## src/bofl_pkg.sv

```systemverilog
// Shared types, constants and helper functions of the outline flattener.
// No dependencies; every other file of the block refers to it by scoped names.
`default_nettype none

package bofl_pkg;

    localparam int COORD_BITS = 24;
    localparam int PT_BITS    = 34;
    localparam int STEPS_W    = 7;
    localparam int MAX_STEPS  = 64;
    localparam logic [STEPS_W-1:0] STEPS_RESET = 7'd10;

    // Curve parameter t is a 0.16 number that can reach 1.0, so it needs 17 bits.
    localparam int T_W    = 17;
    localparam int TWON_W = STEPS_W + 1;

    // Shared multiplier operand and product widths.
    localparam int MUL_A_W = 34;
    localparam int MUL_B_W = 25;
    localparam int MUL_P_W = MUL_A_W + MUL_B_W;

    // Bernstein weights are at most 2^48.
    localparam int W_W   = 49;
    localparam int SQ_W  = 33;
    localparam int ACC_W = 74;

    localparam logic [2:0] REQ_BEGIN = 3'd0;
    localparam logic [2:0] REQ_MOVE  = 3'd1;
    localparam logic [2:0] REQ_LINE  = 3'd2;
    localparam logic [2:0] REQ_CONIC = 3'd3;
    localparam logic [2:0] REQ_CUBIC = 3'd4;

    typedef struct packed {
        logic                 done;
        logic [T_W-1:0]       quot;
        logic [STEPS_W-1:0]   rem;
    } div_res_t;

    typedef struct packed {
        logic [T_W-1:0]    t;
        logic [TWON_W-1:0] r;
    } tpos_t;

    // Advances t = round(i * 65536 / n) to the next i, keeping the remainder of
    // (i * 131072 + n) / (2n) below 2n.
    function automatic tpos_t next_t(
        input logic [T_W-1:0]    t,
        input logic [TWON_W-1:0] r,
        input logic [T_W-1:0]    q_inc,
        input logic [TWON_W-1:0] r_inc,
        input logic [TWON_W-1:0] twon
    );
        logic [TWON_W:0] rs;
        tpos_t           res;
        rs = {1'b0, r} + {1'b0, r_inc};
        if (rs >= {1'b0, twon}) begin
            res.r = TWON_W'(rs - {1'b0, twon});
            res.t = t + q_inc + T_W'(1);
        end else begin
            res.r = rs[TWON_W-1:0];
            res.t = t + q_inc;
        end
        return res;
    endfunction

endpackage

`default_nettype wire

```

## src/bofl_mul.sv

```systemverilog
// Shared signed multiplier with a registered product.
// Depends on bofl_pkg for operand and product widths.
`default_nettype none

module bofl_mul (
    input  logic                                aclk,
    input  logic signed [bofl_pkg::MUL_A_W-1:0] a,
    input  logic signed [bofl_pkg::MUL_B_W-1:0] b,
    output logic signed [bofl_pkg::MUL_P_W-1:0] prod
);

    logic signed [bofl_pkg::MUL_P_W-1:0] prod_reg;

    always_ff @(posedge aclk) begin
        prod_reg <= a * b;
    end

    assign prod = prod_reg;

endmodule

`default_nettype wire

```

## config.mk

```make
export PLATFORM = sky130hd
export DESIGN_NAME = bofl_mul
export DESIGN_NICKNAME = d
export VERILOG_FILES = /design/src/bofl_pkg.sv /design/src/bofl_mul.sv
export SDC_FILE = /design/constraint.sdc
export NUM_CORES = 2
export LEC_CHECK = 0
export BUFFER_PORTS_ARGS = -buffer_cell sky130_fd_sc_hd__buf_2
export CAP_MARGIN = 5
export CORE_MARGIN = 10
export CORE_UTILIZATION = 60
export CTS_BUF_LIST = sky130_fd_sc_hd__clkbuf_4
export DETAILED_ROUTE_END_ITERATION = 10
export GPL_TIMING_DRIVEN = 0
export PLACE_DENSITY = 0.78
export REMOVE_ABC_BUFFERS = 1
export SYNTH_ARGS = -nofsm -noshare
export SYNTH_HDL_FRONTEND = slang
export SYNTH_SLANG_ARGS = --single-unit
```

## constraint.sdc

```tcl
create_clock -name aclk -period 20.8 [get_ports aclk]
set_input_delay 4.16 -clock aclk [delete_from_list [all_inputs] [get_ports aclk]]
set_output_delay 4.16 -clock aclk [all_outputs]
set_load 0.05 [all_outputs]
```

==> impl_metrics.py <==
metrics = {
    "synthesis": {
        "ys_async_sr_fraction_pct": 0,
        "synth-simple-area-share_pct": 16.12,
        "synth_area_leaders": "fa_1, inv_1, and2_1",
        "synth_area_mm2": 0.03093,
        "synth_xor_area_share_pct": 1.897,
        "ys_types": 65,
        "synth_seq_cells": 59,
        "synth_top_family_by_area": "adder cells",
        "synth_edf_count": 0,
        "synth_compound_area_share_pct": 3.883,
        "netlist_instances": 3272,
        "synth-adder-area-share_pct": 62.42,
        "synthMuxAreaShare_pct": 0.03641,
        "seq_area_frac_synth_pct": 3.819,
        "synth-main-ff-cell": "dfxtp_1",
        "syn_area_per_cell_um2": 9.453,
        "synth_area_leader_cell": "fa_1",
        "yosys_warnings": 0,
        "netlist.area_leader.share_pct": 55.98,
    },
    "timing": {
        "rsz0062_at_grt": "false",
        "maxSlewHeadroom_pct": 29.18,
        "final_max_slew_viol_count": 0,
        "finalSetupViolCount": 0,
        "fin_crit_sh_pct": 55.21,
        "final.setup.tns_ns": 0,
        "fmax_mhz": 87.07,
        "hold_viol_final": 0,
        "fin_crit_ns": 11.48,
        "worstMarginPinSlew_ns": 1.062,
    },
    "clock_tree": {
        "clockBufferDepth": 2,
        "h-tree-depth": 3,
        "path_clk_slew_ns": 0.12,
        "root_buffer": "clkbuf_4",
        "clock_sinks": 59,
        "cts_resized": 0,
        "postCtsSetupBuffers": 0,
        "cts_tree": "built",
        "cts-buffers-inserted": 9,
        "cts_hold_buf": 0,
    },
    "finish": {
        "drive_above_1_share_pct": 4.871,
        "nNetsFinal": 4323,
        "multi_input_area_mm2": 0.02609,
        "seqCellArea_mm2": 0.001181,
        "nFillCells": 4222,
        "largest_reg_flops": 59,
        "syn_to_final_growth_pct": 3.200,
    },
    "hold_path": {
        "hold_path_class": "in2reg",
    },
    "grt": {
        "grt_pass1_vias": 24580,
        "globalRouteOverflowTotal": 0,
        "antenna_found_initial": 2,
        "grt_pass1_wl_um": 130200,
        "grt_usage_pct": 27.51,
        "grt_start_max_net_pins": 36,
    },
    "detailed_routing": {
        "drtIter0Drc": 1440,
        "route.detailed.drc": 0,
        "vias_per_cell": 5.575,
        "ant_nets": 0,
        "dr_total_vias": 21880,
        "wl_per_cell_um": 20.17,
        "drt-total-wl_um": 79170,
        "firstDrtPassIters": 7,
    },
    "status": {
        "status": "complete, no violations",
    },
    "floorplanning": {
        "dieHeight_um": 247.1,
        "initial_core_util_pct": 60.41,
        "ios": 119,
        "die-area_mm2": 0.06103,
        "num_rows": 83,
        "coreArea_mm2": 0.05120,
        "fp.dieW_um": 247.1,
    },
    "worst_setup_path": {
        "worstPathCellList": "buf_2 -> nand2_1 -> inv_1 -> fa_1 -> fa_1 -> fa_1 -> inv_1 -> fa_1 -> inv_1 -> fa_1 -> fa_1 -> ha_1 -> and3_1 -> nand2_1 -> nor4_1 -> o211ai_1 -> a31oi_1 -> o211ai_1 -> a22o_1",
        "slowest_stage": "fa_1",
        "critPathKind": "in2reg",
        "crit_path_max_incr_delay_ns": 1.15,
        "cp-end-kind": "flip-flop",
        "crit_top_cell": "fa_1",
        "critPathMaxFanout": 34,
        "critPathRequiredTime_ns": 21.22,
        "start_kind": "input port",
        "critPathArrivalTime_ns": 11.90,
    },
    "place": {
        "port_buffers": 118,
        "hpwl_um": 61000,
        "place_congestion": 0.8961,
    },
    "job": {
        "drv_cap": 0,
    },
}
==> routing by layer <==
metal  vias to the layer above  routed length [um]  track usage [%]
li1                       9268                   -                -
met1                     11430               30000            34.65
met2                       966               38950            46.18
met3                       219                6780            5.330
met4                         0                3443            11.02
met5                         -                   0                0
==> synthesized netlist by cell type, types with 2 or more instances <==
cell type and number:
a21o_1 22, nand4_1 7, a211oi_2 2, a21boi_1 3, and3_1 14, nor2_1 24
xor2_1 15, a211oi_1 2, inv_1 810, dfxtp_1 59, o21ai_1 12, o31ai_2 3
fa_1 865, buf_2 5, nor3_1 4, o21bai_1 13, a31oi_1 10, nand2_1 431
and2_1 425, nand2b_1 11, nor2b_1 31, o21a_1 5, clkbuf_1 157, ha_1 159
a221oi_2 2, and4_1 3, o21ai_0 12, or3_1 4, nor4_1 2, a22o_1 2
a21oi_1 56, a221oi_1 4, nor3_2 2, nand3_1 9, o211ai_1 6, xnor2_1 52
==> per-stage QoR <==
step | std cells | worst slack (ns) | cell area, um2 | hold WS, ns | util, %
after detailed placement | 3908 | 8.991 | 31760 | 4.630 | 62.03
after floorplan | 3110 | 10.76 | 30320 | 4.282 | -
final | 3925 | 9.315 | 31920 | 4.270 | 62.35
after global routing | 3925 | 9.099 | 31920 | 4.266 | 62.35
after CTS | 3924 | 9.539 | 31920 | 4.242 | 62.34
after global placement | 3908 | 9.009 | 31760 | 4.630 | 62.03
==> final timing paths <==
path / start / end / slack, ns / cells past startpoint
worst max-delay path: b[1] / prod[58]$_DFF_P_ / 9.32 / 19
worst min-delay path: a[0] / prod[0]$_DFF_P_ / 4.27 / 2
==> critical path, delay by kind of cell <==
family,cells,cell delay (ns)
compound gates,4,1.17
fa+ha+maj,7,4.21
buf+inv,4,1.18
simple gates,4,1.11
==> kinds of logic (layout without fill, tap and decap cells) <==
group	Yosys count	after routing
compound gates	173	173
xor+xnor	67	67
fa+ha+maj	1024	1024
buf+inv	973	945
flops	59	59
mux	1	1
other cells	0	1
simple gates	975	975
==> area by class of cell <==
type	count	area share, %
Sequential cell	59	3.700
Inverter	811	9.537
Clock inverter	7	0.2901
Clock buffer	9	0.2117
Multi-Input combinational cell	2240	81.74
Antenna cell	1	0.007839
Timing Repair Buffer	118	1.850
Tap cell	680	2.665
==> cells in the final DEF, fill, tap and decap left out, types with 2 or more instances in the layout <==
master,count
ha_1,159
nand2_1,431
and2_1,425
a221oi_1,4
a21boi_1,3
o211ai_1,6
o21a_1,5
a221oi_2,2
nand4_1,7
clkinvlp_4,2
fa_1,865
nand2b_1,11
a211oi_1,2
dfxtp_1,59
nor2_1,24
a21oi_1,56
a31oi_1,10
a22o_1,2
a21o_1,22
a211oi_2,2
o31ai_2,3
bufinv_16,2
xor2_1,15
or3_1,4
nor4_1,2
clkbuf_4,9
xnor2_1,52
o21ai_1,12
buf_2,118
and4_1,3
o21bai_1,13
nor2b_1,31
inv_1,810
nand3_1,9
nor3_2,2
nor3_1,4
and3_1,14
o21ai_0,12
Power is not shown: default switching activity piles up to over one toggle a cycle in this logic, so the estimate is an artifact.
