## config.mk

```make
export PLATFORM = sky130hd
export DESIGN_NAME = bofl_div
export DESIGN_NICKNAME = d
export VERILOG_FILES = /design/src/bofl_pkg.sv /design/src/bofl_div.sv
export SDC_FILE = /design/constraint.sdc
export NUM_CORES = 1
export LEC_CHECK = 0
export BUFFER_PORTS_ARGS = -buffer_cell sky130_fd_sc_hd__buf_4
export CORE_MARGIN = 2
export CORE_UTILIZATION = 58
export CTS_CLUSTER_DIAMETER = 150
export DETAILED_ROUTE_END_ITERATION = 16
export PLACE_DENSITY = 0.91
export SLEW_MARGIN = 30
export SYNTH_ARGS = -nofsm -noshare
export SYNTH_HDL_FRONTEND = slang
export SYNTH_SLANG_ARGS = --single-unit
```

## constraint.sdc

```tcl
create_clock -name aclk -period 3.4 [get_ports aclk]
set_input_delay 0.17 -clock aclk [delete_from_list [all_inputs] [get_ports aclk]]
set_output_delay 0.17 -clock aclk [all_outputs]
set_load 0.1 [all_outputs]
```

## src/bofl_pkg.sv

```systemverilog
// Shared types, constants and helper functions of the outline flattener.
// No dependencies; every other file of the block refers to it by scoped names.
`default_nettype none

package bofl_pkg;

    localparam int COORD_BITS = 24;
    localparam int PT_BITS    = 34;
    localparam int STEPS_W    = 7;
    localparam int MAX_STEPS  = 64;
    localparam logic [STEPS_W-1:0] STEPS_RESET = 7'd10;

    // Curve parameter t is a 0.16 number that can reach 1.0, so it needs 17 bits.
    localparam int T_W    = 17;
    localparam int TWON_W = STEPS_W + 1;

    // Shared multiplier operand and product widths.
    localparam int MUL_A_W = 34;
    localparam int MUL_B_W = 25;
    localparam int MUL_P_W = MUL_A_W + MUL_B_W;

    // Bernstein weights are at most 2^48.
    localparam int W_W   = 49;
    localparam int SQ_W  = 33;
    localparam int ACC_W = 74;

    localparam logic [2:0] REQ_BEGIN = 3'd0;
    localparam logic [2:0] REQ_MOVE  = 3'd1;
    localparam logic [2:0] REQ_LINE  = 3'd2;
    localparam logic [2:0] REQ_CONIC = 3'd3;
    localparam logic [2:0] REQ_CUBIC = 3'd4;

    typedef struct packed {
        logic                 done;
        logic [T_W-1:0]       quot;
        logic [STEPS_W-1:0]   rem;
    } div_res_t;

    typedef struct packed {
        logic [T_W-1:0]    t;
        logic [TWON_W-1:0] r;
    } tpos_t;

    // Advances t = round(i * 65536 / n) to the next i, keeping the remainder of
    // (i * 131072 + n) / (2n) below 2n.
    function automatic tpos_t next_t(
        input logic [T_W-1:0]    t,
        input logic [TWON_W-1:0] r,
        input logic [T_W-1:0]    q_inc,
        input logic [TWON_W-1:0] r_inc,
        input logic [TWON_W-1:0] twon
    );
        logic [TWON_W:0] rs;
        tpos_t           res;
        rs = {1'b0, r} + {1'b0, r_inc};
        if (rs >= {1'b0, twon}) begin
            res.r = TWON_W'(rs - {1'b0, twon});
            res.t = t + q_inc + T_W'(1);
        end else begin
            res.r = rs[TWON_W-1:0];
            res.t = t + q_inc;
        end
        return res;
    endfunction

endpackage

`default_nettype wire

```

## src/bofl_div.sv

```systemverilog
// Restoring divider that forms 65536 / n and its remainder, one bit per cycle.
// Depends on bofl_pkg for div_res_t and the widths.
`default_nettype none

module bofl_div (
    input  logic                             aclk,
    input  logic                             aresetn,
    input  logic                             start,
    input  logic [bofl_pkg::STEPS_W-1:0]     divisor,
    output bofl_pkg::div_res_t               res
);

    localparam logic [4:0] TOP_BIT = 5'(bofl_pkg::T_W - 1);

    logic                           busy_reg;
    logic                           done_reg;
    logic [4:0]                     cnt_reg;
    logic [bofl_pkg::STEPS_W-1:0]   div_reg;
    logic [bofl_pkg::STEPS_W-1:0]   rem_reg;
    logic [bofl_pkg::T_W-1:0]       quot_reg;
    logic [bofl_pkg::STEPS_W:0]     shifted;
    logic                           ge;

    // The dividend 65536 has its only set bit at the top position.
    always_comb begin
        shifted = {rem_reg, (cnt_reg == TOP_BIT)};
        ge      = (shifted >= {1'b0, div_reg});
    end

    always_ff @(posedge aclk) begin
        if (!aresetn) begin
            busy_reg <= 1'b0;
            done_reg <= 1'b0;
        end else begin
            done_reg <= 1'b0;
            if (start) begin
                busy_reg <= 1'b1;
            end else if (busy_reg && cnt_reg == 5'd0) begin
                busy_reg <= 1'b0;
                done_reg <= 1'b1;
            end
        end
    end

    always_ff @(posedge aclk) begin
        if (start) begin
            cnt_reg  <= TOP_BIT;
            div_reg  <= divisor;
            rem_reg  <= '0;
            quot_reg <= '0;
        end else if (busy_reg) begin
            cnt_reg  <= cnt_reg - 5'd1;
            quot_reg <= {quot_reg[bofl_pkg::T_W-2:0], ge};
            if (ge) begin
                rem_reg <= bofl_pkg::STEPS_W'(shifted - {1'b0, div_reg});
            end else begin
                rem_reg <= shifted[bofl_pkg::STEPS_W-1:0];
            end
        end
    end

    assign res.done = done_reg;
    assign res.quot = quot_reg;
    assign res.rem  = rem_reg;

endmodule

`default_nettype wire

```

==> impl_metrics.json <==
{
  "cts.sinks": 38,
  "power.total_mw": 1.09,
  "ys_async_sr_fraction": 0,
  "syn_nets": 202,
  "fmax_mhz": 381,
  "critPathBufInv": 2,
  "final_nets": 243,
  "vias": 1395,
  "start_util": 0.599,
  "yosysMostFrequentCell": "nor2_1",
  "p_leak_nw": 0.963,
  "grt_pass1_wl_mm": 5.47,
  "finalCritPeriodShare": 0.772,
  "ir_drop_v": 0.000361,
  "clock_latency_ns": 0.34,
  "cellPowerDensity_nw_per_um2": 501,
  "viasPerCell": 5.43,
  "cts-resized-gates": 0,
  "grt_pass1_vias": 1249,
  "clock_skew_ns": 0.0132,
  "final_layout_size_suffix_gt1_frac": 0.210,
  "ant_nets": 0,
  "gr-usage-all-layers": 0.209,
  "cts-root-buf": "clkbuf_4",
  "drcViolationCount": 0,
  "path_class": "reg -> reg",
  "hpwl_mm": 2.25,
  "synth_edf_count": 7,
  "hold_violations": 0,
  "synth_warnings": 0,
  "numCtsBuffers": 5,
  "synthFlopType": "dfxtp_1",
  "cp_slowest_stage_delay_ns": 0.39,
  "yosys.area.top_type": "dfxtp_1",
  "slowest_stage": "fa_1",
  "placeableCoreArea_sq_um": 2980,
  "fin_tns_setup_ns": 0,
  "post_synth_num_cell_types": 34,
  "syn-cell-area_sq_um": 1780,
  "cp_cell_sequence": "inv_1 > ha_1 > nand3_1 > ha_1 > fa_1 > nand2b_1 > a211oi_2 > nor3_2 > buf_4 > mux2_2 > a211oi_1",
  "cpMostUsedCell": "ha_1",
  "antenna_found_initial": 0,
  "max-clock-path-buffers": 2,
  "avgSynthCellArea_sq_um": 9.80,
  "status": "complete, no violations",
  "drt_wl_total_mm": 3.35,
  "io_pins": 35,
  "wl_per_cell_um": 13.0,
  "fill_cells": 235,
  "largest_reg_flops": 17,
  "ys_ff_latch": 38,
  "synth_area_leaders": "dfxtp_1 35%, edfxtp_1 12%, mux2i_1 12%, nor2_1 8.0%, ha_1 6.3%",
  "area_growth_pct": 21.6,
  "diodes": 0,
  "dr.pass1.iters": 4,
  "setup_viol": 0,
  "drv_cap": 0,
  "cp.arrival_ns": 2.89,
  "fin_crit_ns": 2.62,
  "cts_tree": "done",
  "synth_seq_area_share": 0.466,
  "drtIter0Drc": 98,
  "holdWs_ns": 0.0642,
  "rsz0062_at_grt": "false",
  "rows": 20,
  "die_y_um": 59.5,
  "endpoint_kind": "flip-flop",
  "synth_top_area_frac": 0.348,
  "post_cts_buffers": 0,
  "ctsHoldBuffers": 7,
  "cp_max_fo": 8,
  "drv_slew": 0,
  "tightest_slew_ns": 0.741,
  "overflow": 0,
  "synth_cells": 182,
  "die_w_um": 59.5,
  "grt_max_degree": 41,
  "place_congestion": 0.827,
  "path_clk_slew_ns": 0.11,
  "slew_headroom": 0.505,
  "cts_max_level": 2,
  "start_kind": "flip-flop",
  "min_path_type": "in -> reg",
  "synth_commonest_cells": "38 x nor2_1, 31 x dfxtp_1, 21 x mux2i_1, 10 x inv_1, 9 x ha_1",
  "portBuffers": 34,
  "cp_data_required_time_ns": 3.67,
  "critPathTopFamily": "adder cells",
  "die-area_sq_um": 3540
}
==> metrics by stage <==
| stage | util | cell area (sq um) | setup WS [ns] | instances |
|---|---|---|---|---|
| after floorplan | - | 1780 | 0.692 | 182 |
| after global placement | 0.688 | 2050 | 0.937 | 242 |
| after detailed placement | 0.688 | 2050 | 0.804 | 242 |
| after CTS | 0.729 | 2170 | 0.790 | 257 |
| after global routing | 0.729 | 2170 | 0.559 | 257 |
| final | 0.729 | 2170 | 0.776 | 257 |
==> worst paths after layout <==
check / from / endpoint / slack [ns] / cells past startpoint
setup / recovery: cnt_reg[0] / rem_reg[0] / 0.78 / 11
hold / removal: aresetn / done_reg / 0.06 / 2
setup reg to reg: cnt_reg[0] / rem_reg[0] / 0.78 / 11
hold reg to reg: cnt_reg[1] / cnt_reg[1] / 0.51 / 2
==> cell type report <==
cell class,count,area [sq um],area share
well taps,33,41.3,0.0190
clock inverters,2,10.0,0.00461
clock buffers,6,41.3,0.0190
inverters,10,37.5,0.0173
multi-input cells,125,868,0.400
repair buffers,43,340,0.157
flip-flops and latches,38,831,0.383
==> where the power goes <==
| group | leakage (nW) | switching (mW) | internal [mW] | total, mW |
|---|---|---|---|---|
| clock | 0.0320 | 0.139 | 0.0787 | 0.217 |
| sequential | 0.321 | 0.0308 | 0.487 | 0.518 |
| combinational | 0.610 | 0.220 | 0.131 | 0.351 |
==> worst reg2reg max path: stages (launching register included) <==
cell and delay, ns:
dfxtp_1 0.34, inv_1 0.09, ha_1 0.17, nand3_1 0.11
ha_1 0.23, fa_1 0.39, nand2b_1 0.21, a211oi_2 0.25
nor3_2 0.11, buf_4 0.18, mux2_2 0.27, a211oi_1 0.21
==> per-layer routing <==
| metal | global-route usage | part of all wire | wire length [um] | vias up |
|---|---|---|---|---|
| li1 | - | - | - | 710 |
| met4 | 0.0714 | 0.013 | 42 | 0 |
| met2 | 0.342 | 0.48 | 1610 | 34 |
| met1 | 0.254 | 0.44 | 1490 | 645 |
| met3 | 0.0742 | 0.061 | 204 | 6 |
| met5 | 0 | 0 | 0 | - |
==> cell usage in the layout, fill, tap and decap left out, types with 2 or more instances in the layout <==
cell           count
nand2b_1           4
buf_4             36
dlygate4sd3_1      7
a211oi_1           6
a31o_1             2
nand2_1            7
a311oi_1           2
clkbuf_4           5
mux2i_1           21
nand3_1            3
edfxtp_1           7
ha_1               9
o21ai_0            3
xnor2_1            4
nor2_1            38
xor2_1             3
a211oi_2           2
clkinv_2           2
a21oi_1            5
nor4b_1            2
inv_1             10
dfxtp_1           31
nor3_1             4
==> logic make-up after synthesis <==
logic type / count (synthesis) / share of synthesized area
muxes: 22 / 0.124
buffers and inverters: 19 / 0.0477
DFF: 38 / 0.466
AOI/OAI and AO/OA: 22 / 0.0898
adders and majority gates: 10 / 0.0743
xor gates and xnor gates: 7 / 0.0344
and+or+nand+nor: 64 / 0.164
(Power assumes the default switching activity.)
